==> src/sv/pabs_pkg.sv <==
// Package with the codes, patterns and thresholds of the priority alarm beep sequencer.
`default_nettype none
package pabs_pkg;

  localparam int unsigned TuneWidth = 9;

  typedef logic [TuneWidth-1:0] tune_t;

  localparam tune_t TUNE_FAILSAFE  = 9'b001100000;
  localparam tune_t TUNE_ACCESSORY = 9'b001100000;
  localparam tune_t TUNE_ARMING    = 9'b000001010;
  localparam tune_t TUNE_MODE      = 9'b000000010;
  localparam tune_t TUNE_WARNING   = 9'b100100100;
  localparam tune_t TUNE_NONE      = 9'b000000000;

  // Q1.14 value of one half.
  localparam logic signed [15:0] ACC_THRESHOLD = 16'sd8192;

  typedef enum logic [1:0] {
    ALARM_OFF    = 2'd0,
    ALARM_ALWAYS = 2'd1,
    ALARM_ARMED  = 2'd2
  } alarm_mode_t;

  typedef enum logic [1:0] {
    ARM_DISARMED = 2'd0,
    ARM_ARMING   = 2'd1,
    ARM_ARMED    = 2'd2
  } arm_code_t;

  localparam logic [2:0] LEVEL_WARNING = 3'd2;

  typedef enum logic [2:0] {
    REG_FAILSAFE_ALARM    = 3'd0,
    REG_ACCESSORY_ALARM   = 3'd1,
    REG_ARMING_ALARM      = 3'd2,
    REG_MODE_CHANGE_ALARM = 3'd3,
    REG_BATTERY_ALARM     = 3'd4,
    REG_GPS_ALARM         = 3'd5,
    REG_FAILSAFE_CODE     = 3'd6
  } reg_index_t;

endpackage
`default_nettype wire

==> src/sv/priority_alarm_beep_sequencer.sv <==
// Top level of the priority alarm beep sequencer: tick register, pattern selection, shift output.
//
// One input transaction is one tick: arming state, flight mode, accessory level and
// battery and GPS alarm levels. Every tick gives exactly one output transaction whose
// buzz_on says whether the buzzer sounds during that tick.
// Both channels use valid and stall; a transaction completes at a clock edge where
// valid is high and stall is low. A tick first lands in an input register; the selection
// logic then updates the arming trackers and the pattern shift register and loads the
// result into the output register. Throughput is one tick per cycle while the receiver
// does not stall; the bound is the loop through the arming trackers, the last flight
// mode and the pattern shift register.
// When the receiver stalls, the output register holds its result and the input register
// keeps one more tick; only when both are full is in_stall raised.
// The configuration port writes one alarm register per cycle when cfg_write_en is high;
// the user must use it only while no tick is in flight; the block does not enforce this.
// A synchronous reset clears all alarm registers to zero, empties both registers,
// marks the block as disarmed and never armed, and clears the pattern, so every output
// transaction has buzz_on low until the first pattern has been loaded.
`default_nettype none
module priority_alarm_beep_sequencer (
  input  wire logic               clk,
  input  wire logic               rst,
  input  wire logic               in_valid,
  output      logic               in_stall,
  input  wire logic [1:0]         arm_status,
  input  wire logic [3:0]         flight_mode,
  input  wire logic signed [15:0] accessory_level,
  input  wire logic [2:0]         battery_level,
  input  wire logic [2:0]         gps_level,
  output      logic               out_valid,
  input  wire logic               out_stall,
  output      logic               buzz_on,
  input  wire logic               cfg_write_en,
  input  wire logic [2:0]         cfg_index,
  input  wire logic [3:0]         cfg_data
);
  import pabs_pkg::*;

  // Configuration registers.
  logic [1:0] failsafe_alarm_mode;
  logic [1:0] accessory_alarm_mode;
  logic [1:0] arming_alarm_mode;
  logic [1:0] mode_change_alarm_mode;
  logic [1:0] battery_alarm_mode;
  logic [1:0] gps_alarm_mode;
  logic [3:0] failsafe_mode_code;

  // Input register.
  logic               tick_valid;
  logic [1:0]         tick_arm;
  logic [3:0]         tick_mode;
  logic signed [15:0] tick_acc;
  logic [2:0]         tick_bat;
  logic [2:0]         tick_gps;

  // Sequencer state.
  logic  seen_armed;
  logic  seen_disarmed;
  logic  tune_loaded;
  tune_t tune_bits_left;
  logic [3:0] previous_mode;

  logic  seen_armed_next;
  logic  seen_disarmed_mid;
  logic  seen_disarmed_next;
  logic  tune_loaded_next;
  tune_t tune_bits_left_next;
  logic [3:0] previous_mode_next;
  logic  buzz_next;

  logic  advance;
  logic  tick_load;
  tune_t tune;
  logic  mode_hit;
  logic  is_armed;
  logic  is_disarmed;
  tune_t loaded_bits;

  function automatic logic alarm_enabled(input logic [1:0] mode, input logic armed_once);
    return (mode == ALARM_ALWAYS) || ((mode == ALARM_ARMED) && armed_once);
  endfunction

  assign advance   = tick_valid && (!out_valid || !out_stall);
  assign tick_load = !tick_valid || advance;
  assign in_stall  = !tick_load;

  assign is_armed    = (tick_arm == ARM_ARMED);
  assign is_disarmed = (tick_arm == ARM_DISARMED);

  always_comb begin
    seen_armed_next    = seen_armed || (is_armed && seen_disarmed);
    seen_disarmed_mid  = seen_disarmed || (is_disarmed && seen_armed_next);
    seen_disarmed_next = seen_disarmed_mid && !is_armed;

    tune     = TUNE_NONE;
    mode_hit = 1'b0;
    if (alarm_enabled(failsafe_alarm_mode, seen_armed_next)
        && (tick_mode == failsafe_mode_code)) begin
      tune = TUNE_FAILSAFE;
    end else if (alarm_enabled(accessory_alarm_mode, seen_armed_next)
                 && (tick_acc > ACC_THRESHOLD)) begin
      tune = TUNE_ACCESSORY;
    end else if (alarm_enabled(arming_alarm_mode, seen_armed_next)
                 && is_armed && seen_disarmed_mid) begin
      tune = TUNE_ARMING;
    end else if (alarm_enabled(mode_change_alarm_mode, seen_armed_next)
                 && (tick_mode != previous_mode)
                 && (tick_mode != failsafe_mode_code)) begin
      tune     = TUNE_MODE;
      mode_hit = 1'b1;
    end else if (alarm_enabled(battery_alarm_mode, seen_armed_next)
                 && (tick_bat >= LEVEL_WARNING)) begin
      tune = TUNE_WARNING;
    end else if (alarm_enabled(gps_alarm_mode, seen_armed_next)
                 && (tick_gps >= LEVEL_WARNING)) begin
      tune = TUNE_WARNING;
    end

    previous_mode_next = mode_hit ? tick_mode : previous_mode;

    // A new pattern is taken only once the previous one has fully shifted out.
    loaded_bits      = tune_bits_left;
    tune_loaded_next = tune_loaded;
    if ((tune != TUNE_NONE) && (tune_bits_left == TUNE_NONE)) begin
      loaded_bits      = tune;
      tune_loaded_next = 1'b1;
    end

    buzz_next           = 1'b0;
    tune_bits_left_next = loaded_bits;
    if (tune_loaded_next) begin
      buzz_next           = loaded_bits[0];
      tune_bits_left_next = loaded_bits >> 1;
    end
  end

  always_ff @(posedge clk) begin
    if (rst) begin
      failsafe_alarm_mode    <= ALARM_OFF;
      accessory_alarm_mode   <= ALARM_OFF;
      arming_alarm_mode      <= ALARM_OFF;
      mode_change_alarm_mode <= ALARM_OFF;
      battery_alarm_mode     <= ALARM_OFF;
      gps_alarm_mode         <= ALARM_OFF;
      failsafe_mode_code     <= 4'd0;
    end else if (cfg_write_en) begin
      unique case (cfg_index)
        REG_FAILSAFE_ALARM:    failsafe_alarm_mode    <= cfg_data[1:0];
        REG_ACCESSORY_ALARM:   accessory_alarm_mode   <= cfg_data[1:0];
        REG_ARMING_ALARM:      arming_alarm_mode      <= cfg_data[1:0];
        REG_MODE_CHANGE_ALARM: mode_change_alarm_mode <= cfg_data[1:0];
        REG_BATTERY_ALARM:     battery_alarm_mode     <= cfg_data[1:0];
        REG_GPS_ALARM:         gps_alarm_mode         <= cfg_data[1:0];
        REG_FAILSAFE_CODE:     failsafe_mode_code     <= cfg_data;
        default: begin
        end
      endcase
    end
  end

  always_ff @(posedge clk) begin
    if (rst) begin
      tick_valid <= 1'b0;
    end else if (tick_load) begin
      tick_valid <= in_valid;
    end
  end

  always_ff @(posedge clk) begin
    if (tick_load && in_valid) begin
      tick_arm  <= arm_status;
      tick_mode <= flight_mode;
      tick_acc  <= accessory_level;
      tick_bat  <= battery_level;
      tick_gps  <= gps_level;
    end
  end

  always_ff @(posedge clk) begin
    if (rst) begin
      seen_armed     <= 1'b0;
      seen_disarmed  <= 1'b1;
      tune_loaded    <= 1'b0;
      tune_bits_left <= TUNE_NONE;
      previous_mode  <= 4'd0;
      out_valid      <= 1'b0;
    end else begin
      if (advance) begin
        seen_armed     <= seen_armed_next;
        seen_disarmed  <= seen_disarmed_next;
        tune_loaded    <= tune_loaded_next;
        tune_bits_left <= tune_bits_left_next;
        previous_mode  <= previous_mode_next;
        out_valid      <= 1'b1;
      end else if (!out_stall) begin
        out_valid <= 1'b0;
      end
    end
  end

  always_ff @(posedge clk) begin
    if (advance) begin
      buzz_on <= buzz_next;
    end
  end

endmodule
`default_nettype wire
==> config.mk <==
export PLATFORM = sky130hd
export DESIGN_NAME = priority_alarm_beep_sequencer
export DESIGN_NICKNAME = d
export VERILOG_FILES = /design/src/sv/pabs_pkg.sv /design/src/sv/priority_alarm_beep_sequencer.sv
export SDC_FILE = /design/constraint.sdc
export NUM_CORES = 1
export LEC_CHECK = 0
export CORE_UTILIZATION = 53
export CTS_BUF_LIST = sky130_fd_sc_hd__clkbuf_16
export CTS_CLUSTER_SIZE = 16
export DETAILED_ROUTE_END_ITERATION = 7
export DONT_BUFFER_PORTS = 1
export GPL_TIMING_DRIVEN = 0
export PLACE_DENSITY = 0.65
export SYNTH_ARGS = -nofsm -noshare
export SYNTH_HDL_FRONTEND = slang
export SYNTH_SLANG_ARGS = --single-unit
export TNS_END_PERCENT = 30
==> constraint.sdc <==
create_clock -name clk -period 4.45 [get_ports clk]
set_clock_uncertainty 0.2 [all_clocks]
set_input_delay 0 -clock clk [delete_from_list [all_inputs] [get_ports clk]]
set_output_delay 0 -clock clk [all_outputs]
set_load 0.02 [all_outputs]
Word-level counts from Yosys, hierarchy flattened
Cells that the tools add are included.
- register bits: 63
- input port bits: 40
- word-level logic and storage cells: 108
- order comparisons: 3
- equality and inequality tests: 23
- muxes and demuxes: 15
- reductions and logical operators: 47
- operators by type and width (kind ; count):
    9-bit 2-to-1 mux ; 8
    1-bit logical AND ; 20
    16-bit by 15-bit > comparator with 1-bit output, second input constant ; 1
    2-bit AND reduction ; 8
    2-bit == test, second input constant ; 7
    2-bit by 1-bit == test with 1-bit output, second input constant ; 6
    1-bit logical OR ; 10
    3-bit == test, second input constant ; 3
    9-bit zero test ; 1
    9-bit nonzero test ; 1
    4-bit inequality test ; 2
    1-bit 2-to-1 mux ; 7
    3-bit by 2-bit == test with 1-bit output, second input constant ; 2
    3-bit by 2-bit >= comparator with 1-bit output, second input constant ; 2
    1-bit zero test ; 5
    4-bit == test ; 1
    3-bit by 1-bit == test with 1-bit output, second input constant ; 1
    3-bit zero test ; 1
    2-bit zero test ; 1
    2-bit by 1-bit inequality test with 1-bit output, second input constant ; 1

Depth between registers and ports, before layout
Gate-level depths: netlist of the first run.
- depth after elaboration: 16
- depth in mapped cells: 7
- depth with buffers taken out: 6

Worst setup path after synthesis of the first run
Ideal clock, no wire load.
- kind: register to register
- start point: register out_valid
- end point: register tick_acc[0] (enable)
- setup time: 0.412 ns
- data arrival time: 1.852 ns
- required time: 3.838 ns
- path slack: 1.987 ns
- cell stages (with the launch flop): 3
- buffers on the path: 0
- cells stage by stage: dfxtp_1 > and3_1 > nor2b_1
- cells in the longest elaborated chain, start to end: 5
- RTL lines (item ; RTL line ; source):
    start: declaration ; priority_alarm_beep_sequencer.sv:30 ; output logic out_valid,
    start signal: assignment ; priority_alarm_beep_sequencer.sv:186 ; out_valid <= 1'b0;
    start signal: assignment ; priority_alarm_beep_sequencer.sv:194 ; out_valid <= 1'b1;
    start signal: assignment ; priority_alarm_beep_sequencer.sv:196 ; out_valid <= 1'b0;
    1-bit zero test ; priority_alarm_beep_sequencer.sv:83 ; assign advance = tick_valid && (!out_valid || !out_stall);
    1-bit logical OR ; priority_alarm_beep_sequencer.sv:83 ;
    1-bit logical AND ; priority_alarm_beep_sequencer.sv:83 ;
    1-bit logical OR ; priority_alarm_beep_sequencer.sv:84 ; assign tick_load = !tick_valid || advance;
    1-bit logical AND ; priority_alarm_beep_sequencer.sv:170 ; if (tick_load && in_valid) begin
    end signal: assignment ; priority_alarm_beep_sequencer.sv:173 ; tick_acc <= accessory_level;
    end: declaration ; priority_alarm_beep_sequencer.sv:52 ; logic signed [15:0] tick_acc;
No other way between the ends.
A chain may end at the register's enable or synchronous reset.

Final worst setup path of the first run
- start point: register tick_mode[0]
- end point: register tune_bits_left[4]
- cells in the longest elaborated chain, start to end: 11
- elaborated cells between the ends (all ways): 15
- those cells by class: eq/ne: 3; mux: 7; reduce/logical: 5
- RTL lines (item ; RTL line ; source):
    start: declaration ; priority_alarm_beep_sequencer.sv:51 ; logic [3:0] tick_mode;
    start signal: assignment ; priority_alarm_beep_sequencer.sv:172 ; tick_mode <= flight_mode;
    4-bit inequality test ; priority_alarm_beep_sequencer.sv:107 ; && (tick_mode != previous_mode)
    1-bit logical AND ; priority_alarm_beep_sequencer.sv:107 ;
    1-bit logical AND ; priority_alarm_beep_sequencer.sv:108 ; && (tick_mode != failsafe_mode_code)) begin
    9-bit 2-to-1 mux ; priority_alarm_beep_sequencer.sv:106 ; end else if (alarm_enabled(mode_change_alarm_mode, seen_armed_next)
    9-bit 2-to-1 mux ; priority_alarm_beep_sequencer.sv:103 ; end else if (alarm_enabled(arming_alarm_mode, seen_armed_next)
    9-bit 2-to-1 mux ; priority_alarm_beep_sequencer.sv:100 ; end else if (alarm_enabled(accessory_alarm_mode, seen_armed_next)
    9-bit 2-to-1 mux (*) ; priority_alarm_beep_sequencer.sv:97 ; if (alarm_enabled(failsafe_alarm_mode, seen_armed_next)
    9-bit nonzero test ; priority_alarm_beep_sequencer.sv:124 ; if ((tune != TUNE_NONE) && (tune_bits_left == TUNE_NONE)) begin
    1-bit logical AND ; priority_alarm_beep_sequencer.sv:124 ;
    9-bit 2-to-1 mux or 1-bit 2-to-1 mux (tied branches) ; priority_alarm_beep_sequencer.sv:124 ;
    9-bit 2-to-1 mux (*) ; priority_alarm_beep_sequencer.sv:131 ; if (tune_loaded_next) begin
    end signal: assignment ; priority_alarm_beep_sequencer.sv:192 ; tune_bits_left <= tune_bits_left_next;
    end: declaration ; priority_alarm_beep_sequencer.sv:60 ; tune_t tune_bits_left;
Every way passes the cells marked *; elsewhere a longest branch is shown, timed or not.

==> report_table.html, run 1 <==
<table>
<tr><th>Metric</th><th>Value</th></tr>
<tr><th colspan="2">CTS</th></tr>
<tr><td>Clock network latency to the later pin of the worst-skew pair</td><td>around 0.32 ns</td></tr>
<tr><td>Total number of clock tree sinks</td><td>a little over 60</td></tr>
<tr><td>Post-cts repair resize count</td><td>0</td></tr>
<tr><td>Quantity of hold-fixing buffers added after cts</td><td>43</td></tr>
<tr><td>Clk Tree Root Cell</td><td>clkbuf_16</td></tr>
<tr><td>Post-CTS setup buffers</td><td>0</td></tr>
<tr><td>H-tree levels</td><td>3</td></tr>
<tr><td>CTS Buf Count</td><td>9</td></tr>
<tr><td>Clock slew at the register clock pins of the worst setup and hold paths</td><td>0.05 ns</td></tr>
<tr><td>TritonCTS clock tree</td><td>built</td></tr>
<tr><td>Maximum clock insertion buffer count</td><td>2</td></tr>
<tr><th colspan="2">Detailed routing</th></tr>
<tr><td>Detailed Route Iter0 Violations</td><td>172</td></tr>
<tr><td>Number of remaining DRC errors</td><td>2</td></tr>
<tr><td>Post-detailed-route via-to-cell ratio</td><td>5.78</td></tr>
<tr><td>ANT nets after route</td><td>0</td></tr>
<tr><td>Average detailed-routed wire length per instance</td><td>approximately 17 um</td></tr>
<tr><td>Count of TritonRoute iterations in the first routing pass</td><td>6</td></tr>
<tr><td>Wirelength, routed</td><td>5570 um</td></tr>
<tr><td>Via count</td><td>approximately 1900</td></tr>
<tr><th colspan="2">Finish</th></tr>
<tr><td>Area growth from synthesis to layout</td><td>31.1%</td></tr>
<tr><td>Layout Nets</td><td>approximately 310</td></tr>
<tr><td>Fraction of final layout cells sized beyond drive strength 1</td><td>0.0830</td></tr>
<tr><td>Number of antenna cells inserted</td><td>0</td></tr>
<tr><th colspan="2">Synthesis</th></tr>
<tr><td>Cell type with the largest total area after synthesis</td><td>edfxtp_1</td></tr>
<tr><td>Total of warnings raised by yosys</td><td>0</td></tr>
<tr><td>Share of Yosys cell area claimed by the top area cell type</td><td>0.324</td></tr>
<tr><td>Distinct cells, synth</td><td>42</td></tr>
<tr><td>Synthesized-area fraction occupied by xor and xnor cells</td><td>0.0384</td></tr>
<tr><td>Post-synthesis cell area</td><td>0.00251 sq mm</td></tr>
<tr><td>Synth Register Bits</td><td>~60</td></tr>
<tr><td>Multiplexer share of the synthesized area</td><td>0.0799</td></tr>
<tr><td>Main area contributors after synthesis</td><td>edfxtp_1, dfxtp_1, mux2i_1</td></tr>
<tr><td>Synthesized Nets</td><td>around 260</td></tr>
<tr><td>Dominant combinational cell family by area after synthesis</td><td>simple AND/OR/NAND/NOR gates</td></tr>
<tr><td>Post-synthesis average cell area</td><td>between 10 and 15 sq um</td></tr>
<tr><td>Fraction of the yosys area taken by sequential cells</td><td>0.595</td></tr>
<tr><td>Post-Synth Simple-Gate Area</td><td>0.157</td></tr>
<tr><td>Adder-cell area share of the yosys netlist</td><td>0</td></tr>
<tr><td>Share of the synthesized area in compound gates (AO/OA/AOI/OAI)</td><td>0.113</td></tr>
<tr><td>Number of standard cells after synthesis</td><td>about 220</td></tr>
<tr><th colspan="2">Critical path</th></tr>
<tr><td>CP startpoint</td><td>tick_mode[0]$_DFFE_PP_</td></tr>
<tr><td>Endpoint of the most critical setup path</td><td>tune_bits_left[4]$_SDFFE_PP0P_</td></tr>
<tr><td>CP bufs+invs</td><td>0</td></tr>
<tr><td>Critical path, cell by cell</td><td>xor2_1 -&gt; nor4_2 -&gt; a211oi_2 -&gt; o41ai_4 -&gt; nor2_2 -&gt; a311oi_1</td></tr>
<tr><td>Critical path class</td><td>reg -&gt; reg</td></tr>
<tr><td>Worst r2r path cells</td><td>6</td></tr>
<tr><td>Kind of cell adding the most delay to the critical path</td><td>compound AO/OA/AOI/OAI gates</td></tr>
<tr><td>Capture point of the worst reg-to-reg path</td><td>tune_bits_left[4]$_SDFFE_PP0P_</td></tr>
<tr><td>Levels on crit path</td><td>6</td></tr>
<tr><td>Type of origin of the critical path</td><td>flop</td></tr>
<tr><td>Signal arrival time at the worst endpoint</td><td>between 2 and 3 ns</td></tr>
<tr><td>Master of the slowest instance on the critical path</td><td>o41ai_4</td></tr>
<tr><td>Largest stage delay, worst path</td><td>approximately 0.6 ns</td></tr>
<tr><td>Worst Path Max Fanout</td><td>7</td></tr>
<tr><td>Worst r2r src</td><td>tick_mode[0]$_DFFE_PP_</td></tr>
<tr><td>Register-to-Register Setup Slack</td><td>approximately 1.9 ns</td></tr>
<tr><td>Critical Path Sink Type</td><td>flop</td></tr>
<tr><td>Worst Path Required</td><td>~4.5 ns</td></tr>
<tr><th colspan="2">Timing</th></tr>
<tr><td>Period utilisation layout</td><td>0.569</td></tr>
<tr><td>Relative slew margins</td><td>0.646</td></tr>
<tr><td>Final critical path time including I/O delays and setup</td><td>about 2.5 ns</td></tr>
<tr><td>Final hold slack</td><td>-0.000357 ns</td></tr>
<tr><td>Slew Limit Fails</td><td>0</td></tr>
<tr><td>Unrepaired setup endpoints after global routing</td><td>no</td></tr>
<tr><td>Final Hold Fails</td><td>1</td></tr>
<tr><td>Timing-limited maximum frequency</td><td>about 400 MHz</td></tr>
<tr><td>Worst-Margin Slew</td><td>roughly 0.53 ns</td></tr>
<tr><td>Worst setup margin</td><td>about 1.9 ns</td></tr>
<tr><td>Setup TNS</td><td>0 ns</td></tr>
<tr><td>Setup violators final</td><td>0</td></tr>
<tr><th colspan="2">Pwr</th></tr>
<tr><td>PD cells</td><td>397 mW/mm^2</td></tr>
<tr><td>Design Power</td><td>~1.3 mW</td></tr>
<tr><td>Peak supply drop</td><td>~270 uV</td></tr>
<tr><td>Total leakage power</td><td>between 1 and 1.5 nW</td></tr>
<tr><th colspan="2">Die</th></tr>
<tr><td>X dimension of the die</td><td>slightly above 70 um</td></tr>
<tr><td>Placeable core region</td><td>approximately 0.0044 sq mm</td></tr>
<tr><td>Die ar.</td><td>0.00501 sq mm</td></tr>
<tr><td>Effective utilization at floorplan</td><td>0.564</td></tr>
<tr><td>Floorplan die height</td><td>between 70 and 80 um</td></tr>
<tr><td>Site row count</td><td>24</td></tr>
<tr><td>Count of boundary I/O pins</td><td>43</td></tr>
<tr><th colspan="2">GRT</th></tr>
<tr><td>Total congestion overflow after global routing</td><td>0</td></tr>
<tr><td>Number of antenna violations at the first check in global routing</td><td>0</td></tr>
<tr><td>Total GRT Usage</td><td>0.252</td></tr>
<tr><td>Wire length of the first global-routing pass</td><td>between 9000 and 10000 um</td></tr>
<tr><td>Maximum number of pins on one net before global-route repair</td><td>23</td></tr>
<tr><td>Via count of the first global-routing pass</td><td>1986</td></tr>
<tr><th colspan="2">Status</th></tr>
<tr><td>Status</td><td>finished, violations left</td></tr>
<tr><td>Violated checks</td><td>design-rule violations, negative hold slack</td></tr>
<tr><th colspan="2">Place</th></tr>
<tr><td>Post-detail-place hpwl</td><td>around 3300 um</td></tr>
<tr><td>Count of buffers inserted at the top-level ports</td><td>0</td></tr>
<tr><td>Post-Place Setup Slack</td><td>roughly 1.9 ns</td></tr>
<tr><td>Routability Congestion</td><td>roughly 0.91</td></tr>
<tr><th colspan="2">Job</th></tr>
<tr><td>Number of violations of the max-capacitance limit</td><td>0</td></tr>
<tr><th colspan="2">Worst hold path</th></tr>
<tr><td>Class of the worst hold path</td><td>in -&gt; reg</td></tr>
</table>
power breakdown:
group / switching [mW] / total (mW) / internal [mW]
sequential: 0.0132 / 0.622 / 0.609
combinational: 0.0528 / 0.104 / 0.0514
clock: 0.216 / 0.577 / 0.362
cells in the mapped netlist (all sizes together):
cell      n
or2       2
nor4      6
a32oi     1
inv       6
xnor2     3
xor2      8
nor2     34
nor3b     3
mux2i    20
nand2b    4
o32ai     2
nor3      6
or3       1
and3b     1
nand3b    1
edfxtp   27
a311oi    1
o41ai     1
nand2     8
a211oi    4
a2111oi   3
a21oi    11
dfxtp    34
nand4b    3
o21ai     5
o41a      1
o21bai    1
nor2b     2
a31oi     3
and2      1
buf       1
a32o      1
and3      1
a211o     1
o22ai     1
nand4     1
clkbuf    4
nand3     4
cells in the final DEF (no fill, tap or decap), types with 3 or more instances in the layout:
master	count
a211oi_1	3
a21oi_1	11
a31oi_1	3
clkbuf_1	4
clkbuf_16	9
dfxtp_1	34
dlygate4sd3_1	43
edfxtp_1	27
inv_1	10
mux2i_1	20
nand2_1	8
nand2b_1	4
nand3_1	4
nand4b_1	3
nor2_1	33
nor3_1	6
nor3b_1	3
nor4_1	5
o21ai_0	5
xnor2_1	3
xor2_1	8
metrics by stage:
stage	utilization	area [sq um]	std cells
after floorplan	-	2510	217
after global placement	0.579	2570	269
after detailed placement	0.585	2600	270
after CTS	0.739	3280	329
after global routing	0.739	3280	329
final	0.739	3280	329
flip-flops by register name, indices dropped and copies added (netlist names), 2 cells and up:
signal	cells
mode_change_alarm_mode	2
failsafe_mode_code	4
previous_mode	4
tick_arm	2
battery_alarm_mode	2
tune_bits_left	9
tick_gps	2
accessory_alarm_mode	2
gps_alarm_mode	2
tick_acc	16
tick_mode	4
tick_bat	2
failsafe_alarm_mode	2
arming_alarm_mode	2
worst reg2reg max path, stage by stage, from the launching register on:
cell	delay [ns]
edfxtp_1	0.44
xor2_1	0.18
nor4_2	0.43
a211oi_2	0.17
o41ai_4	0.59
nor2_2	0.12
a311oi_1	0.31
final cells by class:
type	count	area (sq um)
Clock inverter	7	27.5
Tap cell	52	65.1
Multi-Input combinational cell	145	976
Inverter	6	22.5
Clock buffer	9	225
Buffer	5	18.8
Sequential cell	61	1490
Timing Repair Buffer	44	458
Fill cell	301	1160
kinds of logic (layout without fill, tap and decap cells):
group,after synthesis,after routing
buffers and inverters,11,71
AO/OA/AOI/OAI,36,36
multiplexers,20,20
XOR/XNOR,11,11
flip-flops,61,61
AND/OR/NAND/NOR,78,78
worst min path at each step:
stage / slack [ns] / depth (start not counted) / endpoint / start
3_5_place_dp: -0.10 / 0 / tick_bat[1]$_DFFE_PP_ / battery_level[1]
6_report: -0.0004 / 3 / failsafe_mode_code[3]$_SDFFE_PP0P_ / cfg_write_en
4_1_cts: 0.005 / 3 / failsafe_mode_code[3]$_SDFFE_PP0P_ / cfg_write_en
3_3_place_gp: -0.10 / 0 / tick_mode[0]$_DFFE_PP_ / flight_mode[0]
2_1_floorplan: -0.10 / 0 / tick_acc[0]$_DFFE_PP_ / accessory_level[0]
5_1_grt: 0.04 / 3 / failsafe_mode_code[3]$_SDFFE_PP0P_ / cfg_write_en
layer usage:
layer  global-route usage  share of wire
met3               0.0527          0.041
met5                    0              0
met4                0.122          0.018
met1                0.304           0.43
met2                0.429           0.51
Power figures use the tool's default switching activity.
==> run 2: changes to the inputs <==
PLACE_DENSITY = 0.68   (was 0.65)
clock period = 2.05 ns   (was 4.45 ns; I/O delays follow)
==> report_table.html, run 2 (synthesis gave the netlist of run 1 again) <==
<table>
<tr><th>Metric</th><th>Value</th></tr>
<tr><th colspan="2">Job</th></tr>
<tr><td>Number of violations of the max-capacitance limit</td><td>0 (unchanged)</td></tr>
<tr><th colspan="2">Detailed routing</th></tr>
<tr><td>Wirelength, routed</td><td>6480 um (+16%)</td></tr>
<tr><td>Routed metal-1 wire length</td><td>2620 um (+8.3%)</td></tr>
<tr><td>DR WL met3</td><td>289 um (+28%)</td></tr>
<tr><td>ANT nets after route</td><td>0 (unchanged)</td></tr>
<tr><td>Amount of wire on met2 after detailed routing</td><td>3390 um (+20%)</td></tr>
<tr><td>Detailed Route Iter0 Violations</td><td>162 (-5.8%)</td></tr>
<tr><td>Count of TritonRoute iterations in the first routing pass</td><td>6 (unchanged)</td></tr>
<tr><td>Post-detailed-route via-to-cell ratio</td><td>5.93 (+2.5%)</td></tr>
<tr><td>Number of remaining DRC errors</td><td>2 (unchanged)</td></tr>
<tr><td>Via count</td><td>2003 (+5.3%)</td></tr>
<tr><td>Average detailed-routed wire length per instance</td><td>19.2 um (+13%)</td></tr>
<tr><td>Highest routed metal layer</td><td>met4</td></tr>
<tr><th colspan="2">CTS</th></tr>
<tr><td>Maximum clock insertion buffer count</td><td>2 (unchanged)</td></tr>
<tr><td>Clk Tree Root Cell</td><td>clkbuf_16</td></tr>
<tr><td>CTS Buf Count</td><td>9 (unchanged)</td></tr>
<tr><td>Clock network latency to the later pin of the worst-skew pair</td><td>0.33 ns (about the same)</td></tr>
<tr><td>Clock slew at the register clock pins of the worst setup and hold paths</td><td>0.05 ns (about the same)</td></tr>
<tr><td>TritonCTS clock tree</td><td>built</td></tr>
<tr><td>Total number of clock tree sinks</td><td>61 (unchanged)</td></tr>
<tr><td>H-tree levels</td><td>3 (unchanged)</td></tr>
<tr><th colspan="2">Timing</th></tr>
<tr><td>Worst-Margin Slew</td><td>0.725 ns (+0.196 ns)</td></tr>
<tr><td>Final critical path time including I/O delays and setup</td><td>2.36 ns (-0.170 ns)</td></tr>
<tr><td>Period utilisation layout</td><td>1.15 (+0.583)</td></tr>
<tr><td>Setup violators final</td><td>13 (+13)</td></tr>
<tr><td>Final Hold Fails</td><td>2 (+1)</td></tr>
<tr><td>Worst setup margin</td><td>-0.311 ns (-2.23 ns)</td></tr>
<tr><td>Relative slew margins</td><td>0.516 (-0.130)</td></tr>
<tr><td>Final hold slack</td><td>-0.0348 ns (-0.0344 ns)</td></tr>
<tr><td>Unrepaired setup endpoints after global routing</td><td>yes</td></tr>
<tr><td>Timing-limited maximum frequency</td><td>424 MHz (+7.2%)</td></tr>
<tr><td>Slew Limit Fails</td><td>0 (unchanged)</td></tr>
<tr><th colspan="2">Finish</th></tr>
<tr><td>Area growth from synthesis to layout</td><td>39.9%</td></tr>
<tr><td>Regs by FF count</td><td>tick_acc x16, tune_bits_left x9</td></tr>
<tr><td>Fraction of final layout cells sized beyond drive strength 1</td><td>0.192 (+0.109)</td></tr>
<tr><td>Most flop-heavy register</td><td>tick_acc</td></tr>
<tr><td>Leading cell types in the layout, fill and taps excluded</td><td>dlygate4sd3_1, dfxtp_1, nor2_1</td></tr>
<tr><td>Number of antenna cells inserted</td><td>0 (unchanged)</td></tr>
<tr><td>Layout Nets</td><td>321 (+2.9%)</td></tr>
<tr><td>Most common cell after layout, fill and taps aside</td><td>dlygate4sd3_1</td></tr>
<tr><td>Flip-flop count of the largest register after layout</td><td>16 (unchanged)</td></tr>
<tr><th colspan="2">Critical path</th></tr>
<tr><td>Critical path class</td><td>reg -&gt; reg</td></tr>
<tr><td>Signal arrival time at the worst endpoint</td><td>2.35 ns (-0.20 ns)</td></tr>
<tr><td>Worst Path Max Fanout</td><td>5 (-2)</td></tr>
<tr><td>Master of the slowest instance on the critical path</td><td>edfxtp_1</td></tr>
<tr><td>CP bufs+invs</td><td>1 (+1)</td></tr>
<tr><td>Critical path, cell by cell</td><td>nor4_4 -&gt; nand4_1 -&gt; a32o_2 -&gt; buf_4 -&gt; o41a_4 -&gt; a21oi_2 -&gt; nor3_2</td></tr>
<tr><td>Critical Path Sink Type</td><td>flop</td></tr>
<tr><td>Worst Path Required</td><td>2.04 ns (-2.43 ns)</td></tr>
<tr><td>Kind of cell adding the most delay to the critical path</td><td>compound AO/OA/AOI/OAI gates</td></tr>
<tr><td>Type of origin of the critical path</td><td>flop</td></tr>
<tr><td>Largest stage delay, worst path</td><td>0.40 ns (-0.19 ns)</td></tr>
<tr><th colspan="2">Die</th></tr>
<tr><td>Die ar.</td><td>0.00501 sq mm (unchanged)</td></tr>
<tr><td>X dimension of the die</td><td>70.8 um (unchanged)</td></tr>
<tr><td>Count of boundary I/O pins</td><td>43 (unchanged)</td></tr>
<tr><td>Placeable core region</td><td>0.00444 sq mm (unchanged)</td></tr>
<tr><td>Effective utilization at floorplan</td><td>0.564 (unchanged)</td></tr>
<tr><td>Site row count</td><td>24 (unchanged)</td></tr>
<tr><td>Floorplan die height</td><td>70.8 um (unchanged)</td></tr>
<tr><th colspan="2">GRT</th></tr>
<tr><td>Number of antenna violations at the first check in global routing</td><td>0 (unchanged)</td></tr>
<tr><td>Total GRT Usage</td><td>0.273 (+0.0215)</td></tr>
<tr><td>Via count of the first global-routing pass</td><td>2144 (+8.0%)</td></tr>
<tr><td>Wire length of the first global-routing pass</td><td>10100 um (+7.2%)</td></tr>
<tr><td>Total congestion overflow after global routing</td><td>0 (unchanged)</td></tr>
<tr><td>Maximum number of pins on one net before global-route repair</td><td>27 (+17%)</td></tr>
<tr><th colspan="2">Pwr</th></tr>
<tr><td>PD cells</td><td>837 mW/mm^2 (+110%)</td></tr>
<tr><td>Logic pwr share</td><td>0.098 (+0.018)</td></tr>
<tr><td>Internal power of the cells</td><td>2.25 mW (+120%)</td></tr>
<tr><td>Total leakage power</td><td>1.33 nW (+5.0%)</td></tr>
<tr><td>Power share of the sequential group</td><td>0.462 (-0.015)</td></tr>
<tr><td>Sw Ratio</td><td>0.233 (+0.0173)</td></tr>
<tr><td>Switching power</td><td>0.685 mW (+140%)</td></tr>
<tr><td>Clock share of power</td><td>0.440 (-0.003)</td></tr>
<tr><td>Peak supply drop</td><td>654 uV (+140%)</td></tr>
<tr><th colspan="2">Place</th></tr>
<tr><td>Post-Place Setup Slack</td><td>-0.478 ns (-2.42 ns)</td></tr>
<tr><td>Count of buffers inserted at the top-level ports</td><td>0 (unchanged)</td></tr>
<tr><td>Post-detail-place hpwl</td><td>3520 um (+6.1%)</td></tr>
<tr><td>Routability Congestion</td><td>0.871 (-4.3%)</td></tr>
<tr><th colspan="2">Status</th></tr>
<tr><td>Status</td><td>finished, violations left</td></tr>
<tr><td>Violated checks</td><td>design-rule violations, negative hold slack, negative setup slack</td></tr>
<tr><th colspan="2">Worst hold path</th></tr>
<tr><td>Class of the worst hold path</td><td>in -&gt; reg</td></tr>
</table>
==> run 2: worst paths after layout <==
kind | to | from | depth (start not counted) | slack (ns)
setup reg to reg | tune_bits_left[2]$_SDFFE_PP0P_ | tick_acc[12]$_DFFE_PP_ | 7 | -0.31
setup / recovery | tune_bits_left[2]$_SDFFE_PP0P_ | tick_acc[12]$_DFFE_PP_ | 7 | -0.31
hold reg to reg | tune_bits_left[3]$_SDFFE_PP0P_ | tune_bits_left[4]$_SDFFE_PP0P_ | 2 | 0.30
hold / removal | tune_bits_left[2]$_SDFFE_PP0P_ | out_stall | 4 | -0.03
==> run 2: layout make-up <==
type	instances	area [sq um]
multi-input cells	145	1140
flip-flops and latches	61	1490
repair buffers	53	517
clock inverters	7	27.5
inverters	6	22.5
fillers	261	938
clock buffers	9	225
plain buffers	5	20.0
well taps	52	65.1
==> run 2: timing repair <==
item	4_1_cts	5_1_grt
endpoints found under the setup margin	39	21
buffers inserted	6	4
resized for setup	15	20
hold endpoints to repair	74	0
hold buffers	43	0
pin swaps	14	10
==> run 2: through the flow <==
stage                      util  setup TNS, ns  power, mW  instances  instance area (sq um)
final                     0.789          -2.73       2.94        338                   3510
after global routing      0.789          -3.45       3.02        338                   3510
after CTS                 0.761          -2.10       2.87        334                   3380
after detailed placement  0.579          -8.14       1.52        269                   2570
after global placement    0.579          -5.80       1.51        269                   2570
after floorplan               -         -0.711       1.48        217                   2510
==> run 2: power groups by stage <==
stage               Clock, mW  Sequential (mW)  Combinational (mW)
CTS                      1.28             1.35               0.243
global placement            0             1.37               0.141
finish                   1.29             1.36               0.288
global route             1.35             1.36               0.307
detailed placement          0             1.37               0.144
floorplan                   0             1.37               0.117
==> run 2: layer usage <==
metal	up-vias	track usage
li1	928	-
met3	16	0.0499
met2	76	0.487
met4	0	0.133
met1	983	0.316
met5	-	0
==> run 2: tightest hold or removal path, stage by stage <==
cell       delay (ns)
nand2_1          0.06
nand2_2          0.21
a2111oi_4        0.06
nor3_2           0.10
